[src/hdl/rtdsl_pkg.sv]
// types, codes and calendar helpers shared by the reminder table
`default_nettype none

package rtdsl_pkg;

    localparam int MAX_RESULTS = 32;
    localparam int CFG_W       = 5;
    localparam int KEY_W       = 11;

    typedef enum logic [1:0] {
        OP_ADD      = 2'd0,
        OP_NEXT_DAY = 2'd1,
        OP_LIST     = 2'd2
    } rtdsl_op_t;

    typedef enum logic {
        CFG_START_MONTH = 1'b0,
        CFG_START_DAY   = 1'b1
    } rtdsl_cfg_idx_t;

    typedef enum logic [1:0] {
        ST_IDLE,
        ST_SCAN,
        ST_DRAIN
    } rtdsl_state_t;

    typedef struct packed {
        logic [1:0]  operation;
        logic [3:0]  month;
        logic [4:0]  day;
        logic [4:0]  hour;
        logic [5:0]  minute;
        logic [15:0] message_handle;
    } rtdsl_in_t;

    typedef struct packed {
        logic [3:0]  out_month;
        logic [4:0]  out_day;
        logic [4:0]  out_hour;
        logic [5:0]  out_minute;
        logic [15:0] out_handle;
        logic        empty_res;
        logic        table_full;
        logic        last;
    } rtdsl_out_t;

    typedef struct packed {
        logic [3:0]  month;
        logic [4:0]  day;
        logic [4:0]  hour;
        logic [5:0]  minute;
        logic [15:0] handle;
    } rtdsl_entry_t;

    typedef struct packed {
        logic [3:0] month;
        logic [4:0] day;
    } rtdsl_date_t;

    // control from the sequencer to every sort cell
    typedef struct packed {
        logic feed;
        logic pop;
    } rtdsl_sort_ctl_t;

    localparam logic [4:0] MONTH_LEN [12] = '{
        5'd31, 5'd28, 5'd31, 5'd30, 5'd31, 5'd30,
        5'd31, 5'd31, 5'd30, 5'd31, 5'd30, 5'd31
    };

    function automatic logic [KEY_W-1:0] time_key(input rtdsl_entry_t e);
        time_key = {e.hour, e.minute};
    endfunction

    function automatic rtdsl_date_t next_date(input logic [3:0] m, input logic [4:0] d);
        rtdsl_date_t r;
        r.month = m;
        r.day   = d + 5'd1;
        if (m == 4'd0 || m > 4'd12)
        begin
            r.month = 4'd1;
            r.day   = 5'd1;
        end
        else if (d >= MONTH_LEN[m - 4'd1])
        begin
            r.day   = 5'd1;
            r.month = (m == 4'd12) ? 4'd1 : m + 4'd1;
        end
        next_date = r;
    endfunction

endpackage

`default_nettype wire

[src/hdl/rtdsl_chan_if.sv]
// valid/ready channel carrying one item of a given payload type
`default_nettype none

interface rtdsl_chan_if #(parameter type payload_t = logic);
    logic     valid;
    logic     ready;
    payload_t payload;

    modport source (output valid, output payload, input ready);
    modport sink (input valid, input payload, output ready);
endinterface

`default_nettype wire

[src/hdl/rtdsl_store_cell.sv]
// one table entry of the rotating reminder ring
`default_nettype none

module rtdsl_store_cell (
    input  wire logic                  clk,
    input  wire logic                  wr_en,
    input  wire rtdsl_pkg::rtdsl_entry_t wr_data,
    input  wire logic                  shift_en,
    input  wire rtdsl_pkg::rtdsl_entry_t nb_data,
    output rtdsl_pkg::rtdsl_entry_t      data
);
    import rtdsl_pkg::*;

    rtdsl_entry_t data_reg;
    rtdsl_entry_t data_next;

    always_comb
    begin
        data_next = data_reg;
        if (shift_en)
        begin
            data_next = nb_data;
        end
        else if (wr_en)
        begin
            data_next = wr_data;
        end
    end

    always_ff @(posedge clk)
    begin
        data_reg <= data_next;
    end

    assign data = data_reg;

endmodule

`default_nettype wire

[src/hdl/rtdsl_sort_cell.sv]
// one slot of the insertion sorter: takes a fed item or the upper neighbor, pops from below
`default_nettype none

module rtdsl_sort_cell (
    input  wire logic                     clk,
    input  wire logic                     rst_n,
    input  wire rtdsl_pkg::rtdsl_sort_ctl_t ctl,
    input  wire rtdsl_pkg::rtdsl_entry_t    feed_entry,
    input  wire logic                     prev_ins,
    input  wire logic                     above_valid,
    input  wire rtdsl_pkg::rtdsl_entry_t    above_entry,
    input  wire logic                     below_valid,
    input  wire rtdsl_pkg::rtdsl_entry_t    below_entry,
    output logic                          ins,
    output logic                          valid,
    output rtdsl_pkg::rtdsl_entry_t         entry
);
    import rtdsl_pkg::*;

    logic         valid_reg;
    logic         valid_next;
    rtdsl_entry_t entry_reg;
    rtdsl_entry_t entry_next;

    // strict less keeps equal times in arrival order
    assign ins = ctl.feed && (!valid_reg || (time_key(feed_entry) < time_key(entry_reg)));

    always_comb
    begin
        valid_next = valid_reg;
        entry_next = entry_reg;
        if (ctl.pop)
        begin
            valid_next = below_valid;
            entry_next = below_entry;
        end
        else if (ins)
        begin
            if (prev_ins)
            begin
                valid_next = above_valid;
                entry_next = above_entry;
            end
            else
            begin
                valid_next = 1'b1;
                entry_next = feed_entry;
            end
        end
    end

    always_ff @(posedge clk or negedge rst_n)
    begin
        if (!rst_n)
        begin
            valid_reg <= 1'b0;
        end
        else
        begin
            valid_reg <= valid_next;
        end
    end

    always_ff @(posedge clk)
    begin
        entry_reg <= entry_next;
    end

    assign valid = valid_reg;
    assign entry = entry_reg;

endmodule

`default_nettype wire

[src/hdl/reminder_table_daily_sorted_list.sv]
// add and next_day: the result is registered and shows the cycle after acceptance
// list: the table ring rotates once around past the sorter, then one result per cycle
//   while the result side is ready (at most 32)
// the rotation of the table ring through one comparator stage sets the list time
// reset: entry count zero, date January 1, sorter empty; table contents are not cleared
`default_nettype none

module reminder_table_daily_sorted_list #(
    parameter int CAPACITY = 32
) (
    input  wire logic                        clk,
    input  wire logic                        rst_n,
    rtdsl_chan_if.sink                       command,
    rtdsl_chan_if.source                     result,
    input  wire logic                        cfg_wr_en,
    input  wire logic                        cfg_index,
    input  wire logic [rtdsl_pkg::CFG_W-1:0] cfg_data
);
    import rtdsl_pkg::*;

    localparam int CNT_W      = $clog2(CAPACITY + 1);
    localparam int SORT_DEPTH = (CAPACITY < MAX_RESULTS) ? CAPACITY : MAX_RESULTS;

    rtdsl_state_t    state_reg, state_next;
    logic [CNT_W-1:0] count_reg, count_next;
    logic [CNT_W-1:0] scan_reg, scan_next;
    logic [3:0]      month_reg, month_next;
    logic [4:0]      day_reg, day_next;
    logic            res_valid_reg, res_valid_next;
    rtdsl_out_t      result_reg, result_next;

    rtdsl_in_t       cmd;
    rtdsl_entry_t    new_entry;
    rtdsl_date_t     adv_date;
    logic            cmd_go;
    logic            out_free;
    logic            add_write;
    logic            scan_shift;
    rtdsl_sort_ctl_t sort_ctl;

    rtdsl_entry_t    store_q  [CAPACITY];
    logic            store_wr [CAPACITY];

    // sorter slots sit at 1..SORT_DEPTH, 0 and SORT_DEPTH+1 are empty borders
    logic            slot_valid [SORT_DEPTH+2];
    rtdsl_entry_t    slot_entry [SORT_DEPTH+2];
    logic            slot_ins   [SORT_DEPTH+1];

    assign cmd       = command.payload;
    assign out_free  = !res_valid_reg || result.ready;
    assign command.ready = (state_reg == ST_IDLE) && out_free;
    assign cmd_go    = command.valid && command.ready;
    assign adv_date  = next_date(month_reg, day_reg);

    assign new_entry.month  = cmd.month;
    assign new_entry.day    = cmd.day;
    assign new_entry.hour   = cmd.hour;
    assign new_entry.minute = cmd.minute;
    assign new_entry.handle = cmd.message_handle;

    genvar gi;
    generate
        for (gi = 0; gi < CAPACITY; gi++)
        begin : g_store
            assign store_wr[gi] = add_write && (count_reg == CNT_W'(gi));
            rtdsl_store_cell u_cell (
                .clk      (clk),
                .wr_en    (store_wr[gi]),
                .wr_data  (new_entry),
                .shift_en (scan_shift),
                .nb_data  (store_q[(gi + 1) % CAPACITY]),
                .data     (store_q[gi])
            );
        end

        for (gi = 0; gi < SORT_DEPTH; gi++)
        begin : g_sort
            rtdsl_sort_cell u_cell (
                .clk         (clk),
                .rst_n       (rst_n),
                .ctl         (sort_ctl),
                .feed_entry  (store_q[0]),
                .prev_ins    (slot_ins[gi]),
                .above_valid (slot_valid[gi]),
                .above_entry (slot_entry[gi]),
                .below_valid (slot_valid[gi+2]),
                .below_entry (slot_entry[gi+2]),
                .ins         (slot_ins[gi+1]),
                .valid       (slot_valid[gi+1]),
                .entry       (slot_entry[gi+1])
            );
        end
    endgenerate

    assign slot_ins[0]              = 1'b0;
    assign slot_valid[0]            = 1'b0;
    assign slot_entry[0]            = '0;
    assign slot_valid[SORT_DEPTH+1] = 1'b0;
    assign slot_entry[SORT_DEPTH+1] = '0;

    always_comb
    begin
        state_next     = state_reg;
        count_next     = count_reg;
        scan_next      = scan_reg;
        month_next     = month_reg;
        day_next       = day_reg;
        res_valid_next = res_valid_reg && !result.ready;
        result_next    = result_reg;
        add_write      = 1'b0;
        scan_shift     = 1'b0;
        sort_ctl       = '0;

        case (state_reg)
            ST_IDLE:
            begin
                if (cmd_go)
                begin
                    case (cmd.operation)
                        OP_ADD:
                        begin
                            result_next      = '0;
                            result_next.last = 1'b1;
                            res_valid_next   = 1'b1;
                            if (count_reg < CNT_W'(CAPACITY))
                            begin
                                add_write  = 1'b1;
                                count_next = count_reg + CNT_W'(1);
                            end
                            else
                            begin
                                result_next.table_full = 1'b1;
                            end
                        end
                        OP_NEXT_DAY:
                        begin
                            month_next            = adv_date.month;
                            day_next              = adv_date.day;
                            result_next           = '0;
                            result_next.out_month = adv_date.month;
                            result_next.out_day   = adv_date.day;
                            result_next.last      = 1'b1;
                            res_valid_next        = 1'b1;
                        end
                        OP_LIST:
                        begin
                            state_next = ST_SCAN;
                            scan_next  = '0;
                        end
                        default:
                        begin
                            state_next = ST_IDLE;
                        end
                    endcase
                end
            end
            ST_SCAN:
            begin
                // the ring rotates once around; entry k sits at the head on step k
                scan_shift    = 1'b1;
                sort_ctl.feed = (scan_reg < count_reg) && (store_q[0].month == month_reg)
                                && (store_q[0].day == day_reg);
                scan_next     = scan_reg + CNT_W'(1);
                if (scan_reg == CNT_W'(CAPACITY - 1))
                begin
                    state_next = ST_DRAIN;
                end
            end
            ST_DRAIN:
            begin
                if (out_free)
                begin
                    result_next    = '0;
                    res_valid_next = 1'b1;
                    if (slot_valid[1])
                    begin
                        sort_ctl.pop           = 1'b1;
                        result_next.out_month  = slot_entry[1].month;
                        result_next.out_day    = slot_entry[1].day;
                        result_next.out_hour   = slot_entry[1].hour;
                        result_next.out_minute = slot_entry[1].minute;
                        result_next.out_handle = slot_entry[1].handle;
                        result_next.last       = !slot_valid[2];
                        if (!slot_valid[2])
                        begin
                            state_next = ST_IDLE;
                        end
                    end
                    else
                    begin
                        // nothing matched today
                        result_next.empty_res = 1'b1;
                        result_next.last      = 1'b1;
                        state_next            = ST_IDLE;
                    end
                end
            end
            default:
            begin
                state_next = ST_IDLE;
            end
        endcase

        if (cfg_wr_en)
        begin
            case (cfg_index)
                CFG_START_MONTH: month_next = cfg_data[3:0];
                CFG_START_DAY:   day_next   = cfg_data;
                default:         month_next = month_reg;
            endcase
        end
    end

    always_ff @(posedge clk or negedge rst_n)
    begin
        if (!rst_n)
        begin
            state_reg     <= ST_IDLE;
            count_reg     <= '0;
            scan_reg      <= '0;
            month_reg     <= 4'd1;
            day_reg       <= 5'd1;
            res_valid_reg <= 1'b0;
        end
        else
        begin
            state_reg     <= state_next;
            count_reg     <= count_next;
            scan_reg      <= scan_next;
            month_reg     <= month_next;
            day_reg       <= day_next;
            res_valid_reg <= res_valid_next;
        end
    end

    always_ff @(posedge clk)
    begin
        result_reg <= result_next;
    end

    assign result.valid   = res_valid_reg;
    assign result.payload = result_reg;

`ifndef SYNTHESIS
    a_count_bound: assert property (@(posedge clk) disable iff (!rst_n)
        count_reg <= CNT_W'(CAPACITY))
        else $error("entry count beyond capacity");

    a_sorter_empty_idle: assert property (@(posedge clk) disable iff (!rst_n)
        state_reg == ST_IDLE |-> !slot_valid[1])
        else $error("sorter holds items while idle");

    a_sorter_packed: assert property (@(posedge clk) disable iff (!rst_n)
        !slot_valid[1] |-> !slot_valid[2])
        else $error("sorter slots not packed toward the head");

    a_list_starts_scan: assert property (@(posedge clk) disable iff (!rst_n)
        cmd_go && cmd.operation == OP_LIST |=> state_reg == ST_SCAN)
        else $error("list item did not start a scan");

    a_empty_is_last: assert property (@(posedge clk) disable iff (!rst_n)
        res_valid_reg && result_reg.empty_res |-> result_reg.last)
        else $error("empty listing result not marked last");
`endif

endmodule

`default_nettype wire

[src/flat_wrapper.sv]
// flat-port wrapper written by rule: the top's interface ports become plain ports
module reminder_table_daily_sorted_list_flat import rtdsl_pkg::*;
#(
    parameter int CAPACITY = 32
)
  (clk, rst_n, cfg_wr_en, cfg_index, cfg_data, command_valid, command_payload, command_ready, result_valid, result_payload, result_ready);
  rtdsl_chan_if #(.payload_t(rtdsl_in_t)) command_i ();
  rtdsl_chan_if #(.payload_t(rtdsl_out_t)) result_i ();
  input  wire logic clk;
  input  wire logic rst_n;
  input  wire logic cfg_wr_en;
  input  wire logic cfg_index;
  input  wire logic [rtdsl_pkg::CFG_W-1:0] cfg_data;
  input wire logic [$bits(command_i.valid)-1:0] command_valid;
  input wire logic [$bits(command_i.payload)-1:0] command_payload;
  output wire logic [$bits(command_i.ready)-1:0] command_ready;
  output wire logic [$bits(result_i.valid)-1:0] result_valid;
  output wire logic [$bits(result_i.payload)-1:0] result_payload;
  input wire logic [$bits(result_i.ready)-1:0] result_ready;
  assign command_i.valid = command_valid;
  assign command_i.payload = command_payload;
  assign command_ready = command_i.ready;
  assign result_valid = result_i.valid;
  assign result_payload = result_i.payload;
  assign result_i.ready = result_ready;
  reminder_table_daily_sorted_list #(.CAPACITY(CAPACITY)) u_core (.clk(clk), .rst_n(rst_n), .command(command_i), .result(result_i), .cfg_wr_en(cfg_wr_en), .cfg_index(cfg_index), .cfg_data(cfg_data));
endmodule
[config.mk]
export PLATFORM = sky130hd
export DESIGN_NAME = reminder_table_daily_sorted_list_flat
export DESIGN_NICKNAME = d
export VERILOG_FILES = /design/src/hdl/rtdsl_pkg.sv /design/src/hdl/rtdsl_chan_if.sv /design/src/hdl/rtdsl_store_cell.sv /design/src/hdl/rtdsl_sort_cell.sv /design/src/hdl/reminder_table_daily_sorted_list.sv /design/src/flat_wrapper.sv
export SDC_FILE = /design/constraint.sdc
export NUM_CORES = 2
export LEC_CHECK = 0
export ABC_AREA = 1
export BUFFER_PORTS_ARGS = -buffer_cell sky130_fd_sc_hd__buf_2
export CAP_MARGIN = 20
export CORE_MARGIN = 8
export CORE_UTILIZATION = 58
export DETAILED_ROUTE_END_ITERATION = 16
export PLACE_DENSITY_LB_ADDON = 0.08
export RECOVER_POWER = 50
export SYNTH_ARGS = -nofsm -noshare
export SYNTH_HDL_FRONTEND = slang
export SYNTH_HIERARCHICAL = 1
export SYNTH_SLANG_ARGS = --single-unit
[constraint.sdc]
create_clock -name clk -period 5.5 [get_ports clk]
set_input_delay 0 -clock clk [delete_from_list [all_inputs] [get_ports clk]]
set_output_delay 0 -clock clk [all_outputs]
set_load 0.05 [all_outputs]
Yosys cells after proc, flatten, opt, wreduce, memory -nomap -nowiden

Memory sizes are Yosys's and may differ from the RTL's.
Index checks and enable logic that the tools add are counted.
Widths: inputs -> output; s select.

Bitwise logic cells: 1
Equality and inequality tests: 46
Reduce and logical (&&, ||, !) cells: 212
Add/sub/neg operators: 5
Magnitude comparators: 37
Muxes and demuxes: 298

Operators with widths:

| kind                | number |
|---|---|
| $mux 36             | 158 |
| $lt 11x11->1        | 32 |
| $pmux 39 s2         | 2 |
| $reduce_bool 2->1   | 66 |
| $mux 1              | 110 |
| $eq 6x5->1 const B  | 17 |
| $mux 39             | 2 |
| $logic_and 1x1->1   | 69 |
| $eq 6x4->1 const B  | 8 |
| $mux 5              | 7 |
| $logic_not 1->1     | 34 |
| $logic_or 1x1->1    | 34 |
| $eq 6x3->1 const B  | 4 |
| $mux 4              | 6 |
| $mux 9              | 2 |
| $add 6x1->6 const B | 2 |
| $eq 6x2->1 const B  | 2 |
| $mux 6              | 2 |
| $pmux 6 s2          | 1 |
| $mux 2              | 5 |
| $reduce_and 4->1    | 2 |
| $eq 6x1->1 const B  | 1 |
| $logic_not 6->1     | 1 |
| $lt 6x6->1          | 1 |
| other kinds (24)    | 31 |

Bits in read-only memories: 80
Logic and storage cells: 966
Flip-flop bits (word level): 2399
Memories: 1
Bits of input ports: 49

Memories:

| name            | depth | width | read ports | clocked after Yosys merged registers in | write ports | RTL line        | text |
|---|---|---|---|---|---|---|---|
| (no name shown) | 16    | 5     | 1          | 0                                       | 0           | rtdsl_pkg.sv:84 | `else if (d >= MONTH_LEN[m - 4'd1])` |

Logic depth before layout (Yosys ltp)

Word-level depth: 13
Depth in mapped cells: 17
Gate-level depth less buffers: 17

Hierarchy

The synthesis kept the hierarchy.

By module, submodules not included:

| module                           | area an instance (um^2) | cells an instance | instances |
|---|---|---|---|
| rtdsl_sort_cell                  | 2173.3                  | 261               | 32 |
| rtdsl_store_cell                 | 1592.8                  | 153               | 32 |
| reminder_table_daily_sorted_list | 3701.0                  | 450               | 1 |

Worst setup path before layout

No wires, ideal clock.

Path kind: reg2reg
Start: register u_core.state_reg[0]
End: register u_core.g_sort[0].u_cell.entry_reg, in the netlist u_core/g_sort[0].u_cell/entry[0] (enable)
Clock period less this slack: 5550 ps
Required time: 5123 ps
Path buffers: 0
Library setup time: 377 ps
Path slack: -50 ps
Stages on the path, launching flop included: 11
Data arrival time: 5173 ps
Cell sequence: dfrtp_1 inv_1 nor2_4 inv_1 nor2_1 nand2_1 nor2_1 nand4_1 nor2_1 nand2_2 nand2_2

RTL lines:

| item                     | RTL line                                | text |
|---|---|---|
| start: declaration       | reminder_table_daily_sorted_list.sv:24  | `rtdsl_state_t state_reg, state_next;` |
| start signal: assignment | reminder_table_daily_sorted_list.sv:227 | `state_reg <= state_next;` |
| end signal: assignment   | rtdsl_sort_cell.sv:66                   | `entry_reg <= entry_next;` |
| end: declaration         | rtdsl_sort_cell.sv:22                   | `rtdsl_entry_t entry_reg;` |

==> run_results.csv <==
group,metric,value,unit
setup_path,crit_chain,"o21ai_0, a21oi_1, nand4_1, nor2_4, nand2_1, inv_1, clkbuf_1, a21oi_1, a21oi_1",
floorplanning,core_area,214000,um^2
status,status,"finished, violations left",
setup_path,critPathMaxStageDelay,1.45,ns
clock_tree,cts_buffer_depth,4,
placement,place_congestion,0.894,
finish,final_area,134000,um^2
setup_path,cp_common_cell,"a21oi_1",
status,violations,"max-capacitance violations, max-slew violations",
floorplanning,start_util,58.1,%
routing,drcViolationCount,0,
timing,rsz0062_at_grt,"false",
setup_path,cp.arrival,5.56,ns
timing,setup_viol,0,
clock_tree,cts_buffers,277,
floorplanning,io_pins,90,
logic_synthesis,synthCells,13697,
timing,tns,0,ns
setup_path,r2r_end,"u_core/g_sort[30].u_cell/entry[24]$_DFFE_PP_",
routing,wl,383,mm
min_path,min_path_cells,8,
floorplanning,dieArea,229000,um^2
routing,wl_per_cell,22.9,um
clock_tree,clkLatencyLatePin,0.96,ns
power_and_ir_drop,p_int,46.4,mW
min_path,min_from,"command_payload[37]",
timing,slew-limit-headroom,-149,%
global_routing,track_usage,32.2,%
timing,fin_ws,0.704,ns
placement,io_buffer_count,89,
power_and_ir_drop,swShare,37.3,%
finish,drive_above_1_share,7.11,%
timing,fin_skew,0.0707,ns
placement,pre_cts_ws,1.22,ns
routing,ant_nets,0,
clock_tree,post_cts_buffers,0,
global_routing,grt_pass1_wl,578,mm
setup_path,crit_type,"flop to flop",
setup_path,cp-start-kind,"flop",
global_routing,grt_antenna_before_repair,10,
setup_path,critPathBufInv,2,
timing,max_freq,209,MHz
logic_synthesis,syn_avg_cell_area,9.07,um^2
logic_synthesis,yosys_warnings,6,
power_and_ir_drop,p_total,73.9,mW
timing,holdWs,0.264,ns
setup_path,path_max_fanout,36,
placement,placed_cells,16194,
min_path,whs_endpoint,"u_core/state_reg[1]$_DFFE_PN0P_",
setup_path,r2r-start,"u_core/g_store[0].u_cell/data[32]$_DFFE_PP_",
logic_synthesis,mappedNetlistArea,124000,um^2
routing,drt_iter0_drc,11744,
timing,finalCritPeriodShare,87.2,%
setup_path,crit_path_end_kind,"flop",
timing,fin_crit,4.80,ns
setup_path,critPathSlowestCell,"clkbuf_1",
floorplanning,die_h,479,um
routing,via_count,99690,
routing,via_per_inst,5.96,
floorplanning,rows,170,
clock_tree,cts.sinks,2399,
placement,hpwl,238,mm
min_path,hold_class,"primary input to flop",
clock_tree,h-tree-depth,5,
power_and_ir_drop,power_leakage,58.1,nW
power_and_ir_drop,p_sw,27.6,mW
finish,fill_cells,17965,
setup_path,crit_required,6.26,ns
power_and_ir_drop,comb_power_share,33.9,%
routing,first_pass_iters,7,
setup_path,r2r_cells,9,
finish,finalNonFillerCells,16729,
power_and_ir_drop,peakVddDrop,0.506,mV
timing,hold_viol,0,
power_and_ir_drop,clkPwrFrac,23.4,%
power_and_ir_drop,seqPwrFrac,42.7,%
run,max_cap_viol_count,15,
setup_path,critical-path-top-delay-family,"buffers and inverters",
floorplanning,die_w,479,um
finish,nets,14097,
global_routing,grt_overflow,0,
power_and_ir_drop,p_per_area,553,nW/um^2
clock_tree,clk_pin_slew,0.06,ns
clock_tree,cts_tree,"built",
timing,worst_pin_slew,3.74,ns
global_routing,grt_pass1_vias,99896,
clock_tree,root_buffer,"clkbuf_16",
timing,finalMaxSlewViolations,590,
finish,finish.utilization,62.5,%
setup_path,reg2reg_slack,0.70,ns
placement,postPlaceCellArea,125000,um^2
global_routing,grt_max_degree,235,
finish,syn_to_final_growth,7.63,%
## worst reg2reg max path, cell delays in order (launching register included)
cell and delay [ns]:
edfxtp_1 0.96, o21ai_0 0.22, a21oi_1 0.18, nand4_1 0.17, nor2_4 0.74, nand2_1 0.25, inv_1 0.16, clkbuf_1 1.45
a21oi_1 0.28, a21oi_1 0.25
## worst max path at each step
stage               cells past startpoint                                   startpoint                                            to  slack (ns)
detailed placement                     10              u_core/state_reg[0]$_DFFE_PN0P_   u_core/g_sort[5].u_cell/entry[30]$_DFFE_PP_        1.22
finish                                  9  u_core/g_store[0].u_cell/data[32]$_DFFE_PP_  u_core/g_sort[30].u_cell/entry[24]$_DFFE_PP_        0.70
CTS                                    10              u_core/state_reg[0]$_DFFE_PN0P_   u_core/g_sort[5].u_cell/entry[29]$_DFFE_PP_        1.19
floorplan                              10              u_core/state_reg[0]$_DFFE_PN0P_    u_core/g_sort[0].u_cell/entry[0]$_DFFE_PP_        0.68
global placement                       13  u_core/g_store[0].u_cell/data[32]$_DFFE_PP_    u_core/g_sort[15].u_cell/valid$_DFFE_PN0P_        1.32
global route                           13              u_core/state_reg[0]$_DFFE_PN0P_  u_core/g_sort[31].u_cell/entry[21]$_DFFE_PP_        0.47
## timing repair
action                                 4_1_cts  5_1_grt
endpoints found under the hold margin     1229        0
hold buffers                                75        0
gates resized for setup                      0        0
## cells in the final DEF (no fill, tap or decap), types with 3 or more instances in the layout
master and instances:
nand2_1 5206, a21oi_1 2419, edfxtp_1 2343, nor2_1 1275, inv_1 735, ha_1 336, clkbuf_16 286, nand2_2 269
buf_4 141, clkbuf_1 131, nand3_1 89, conb_1 75, dlygate4sd3_1 74, inv_2 70, dfrtp_1 54, o21ai_0 53
clkinv_1 47, buf_2 47, nor2_2 33, a21o_2 32, clkinv_2 30, clkbuf_2 29, buf_12 22, or2_1 21
bufinv_16 12, or2_0 11, xor2_1 8, nand4_1 5, nor3_1 5, xnor2_1 4, diode_2 3, clkbuf_8 3
nor2_4 3
## cell type report
type                            count  area, um^2  share of cell area (%)
Clock inverter                     94         736                   0.550
Multi-Input combinational cell   9856       44300                    33.1
Clock buffer                      361        7470                    5.59
Antenna cell                        3        7.51                 0.00562
Tap cell                         2838        3550                    2.66
Timing Repair Buffer              372        2840                    2.13
Sequential cell                  2399       71800                    53.7
Inverter                          806        3030                    2.26
## per-layer routing
| layer | part of all wire (%) | GRT usage [%] | up-vias |
|---|---|---|---|
| li1 | - | - | 45271 |
| met1 | 36 | 38.7 | 48195 |
| met2 | 50 | 56.7 | 4928 |
| met3 | 7.6 | 4.93 | 1296 |
| met4 | 5.6 | 15.7 | 0 |
| met5 | 0 | 0 | - |
## power groups by stage
stage / sequential [mW] / clock, mW / combinational, mW
after global placement: 31.7 / 0 / 23.8
after global routing: 31.9 / 18.1 / 27.7
after detailed placement: 31.7 / 0 / 24.7
after floorplan: 32.1 / 0 / 17.2
after CTS: 31.4 / 17.5 / 24.9
final: 31.6 / 17.3 / 25.1
Note: power is estimated with default switching activity, not from simulation.
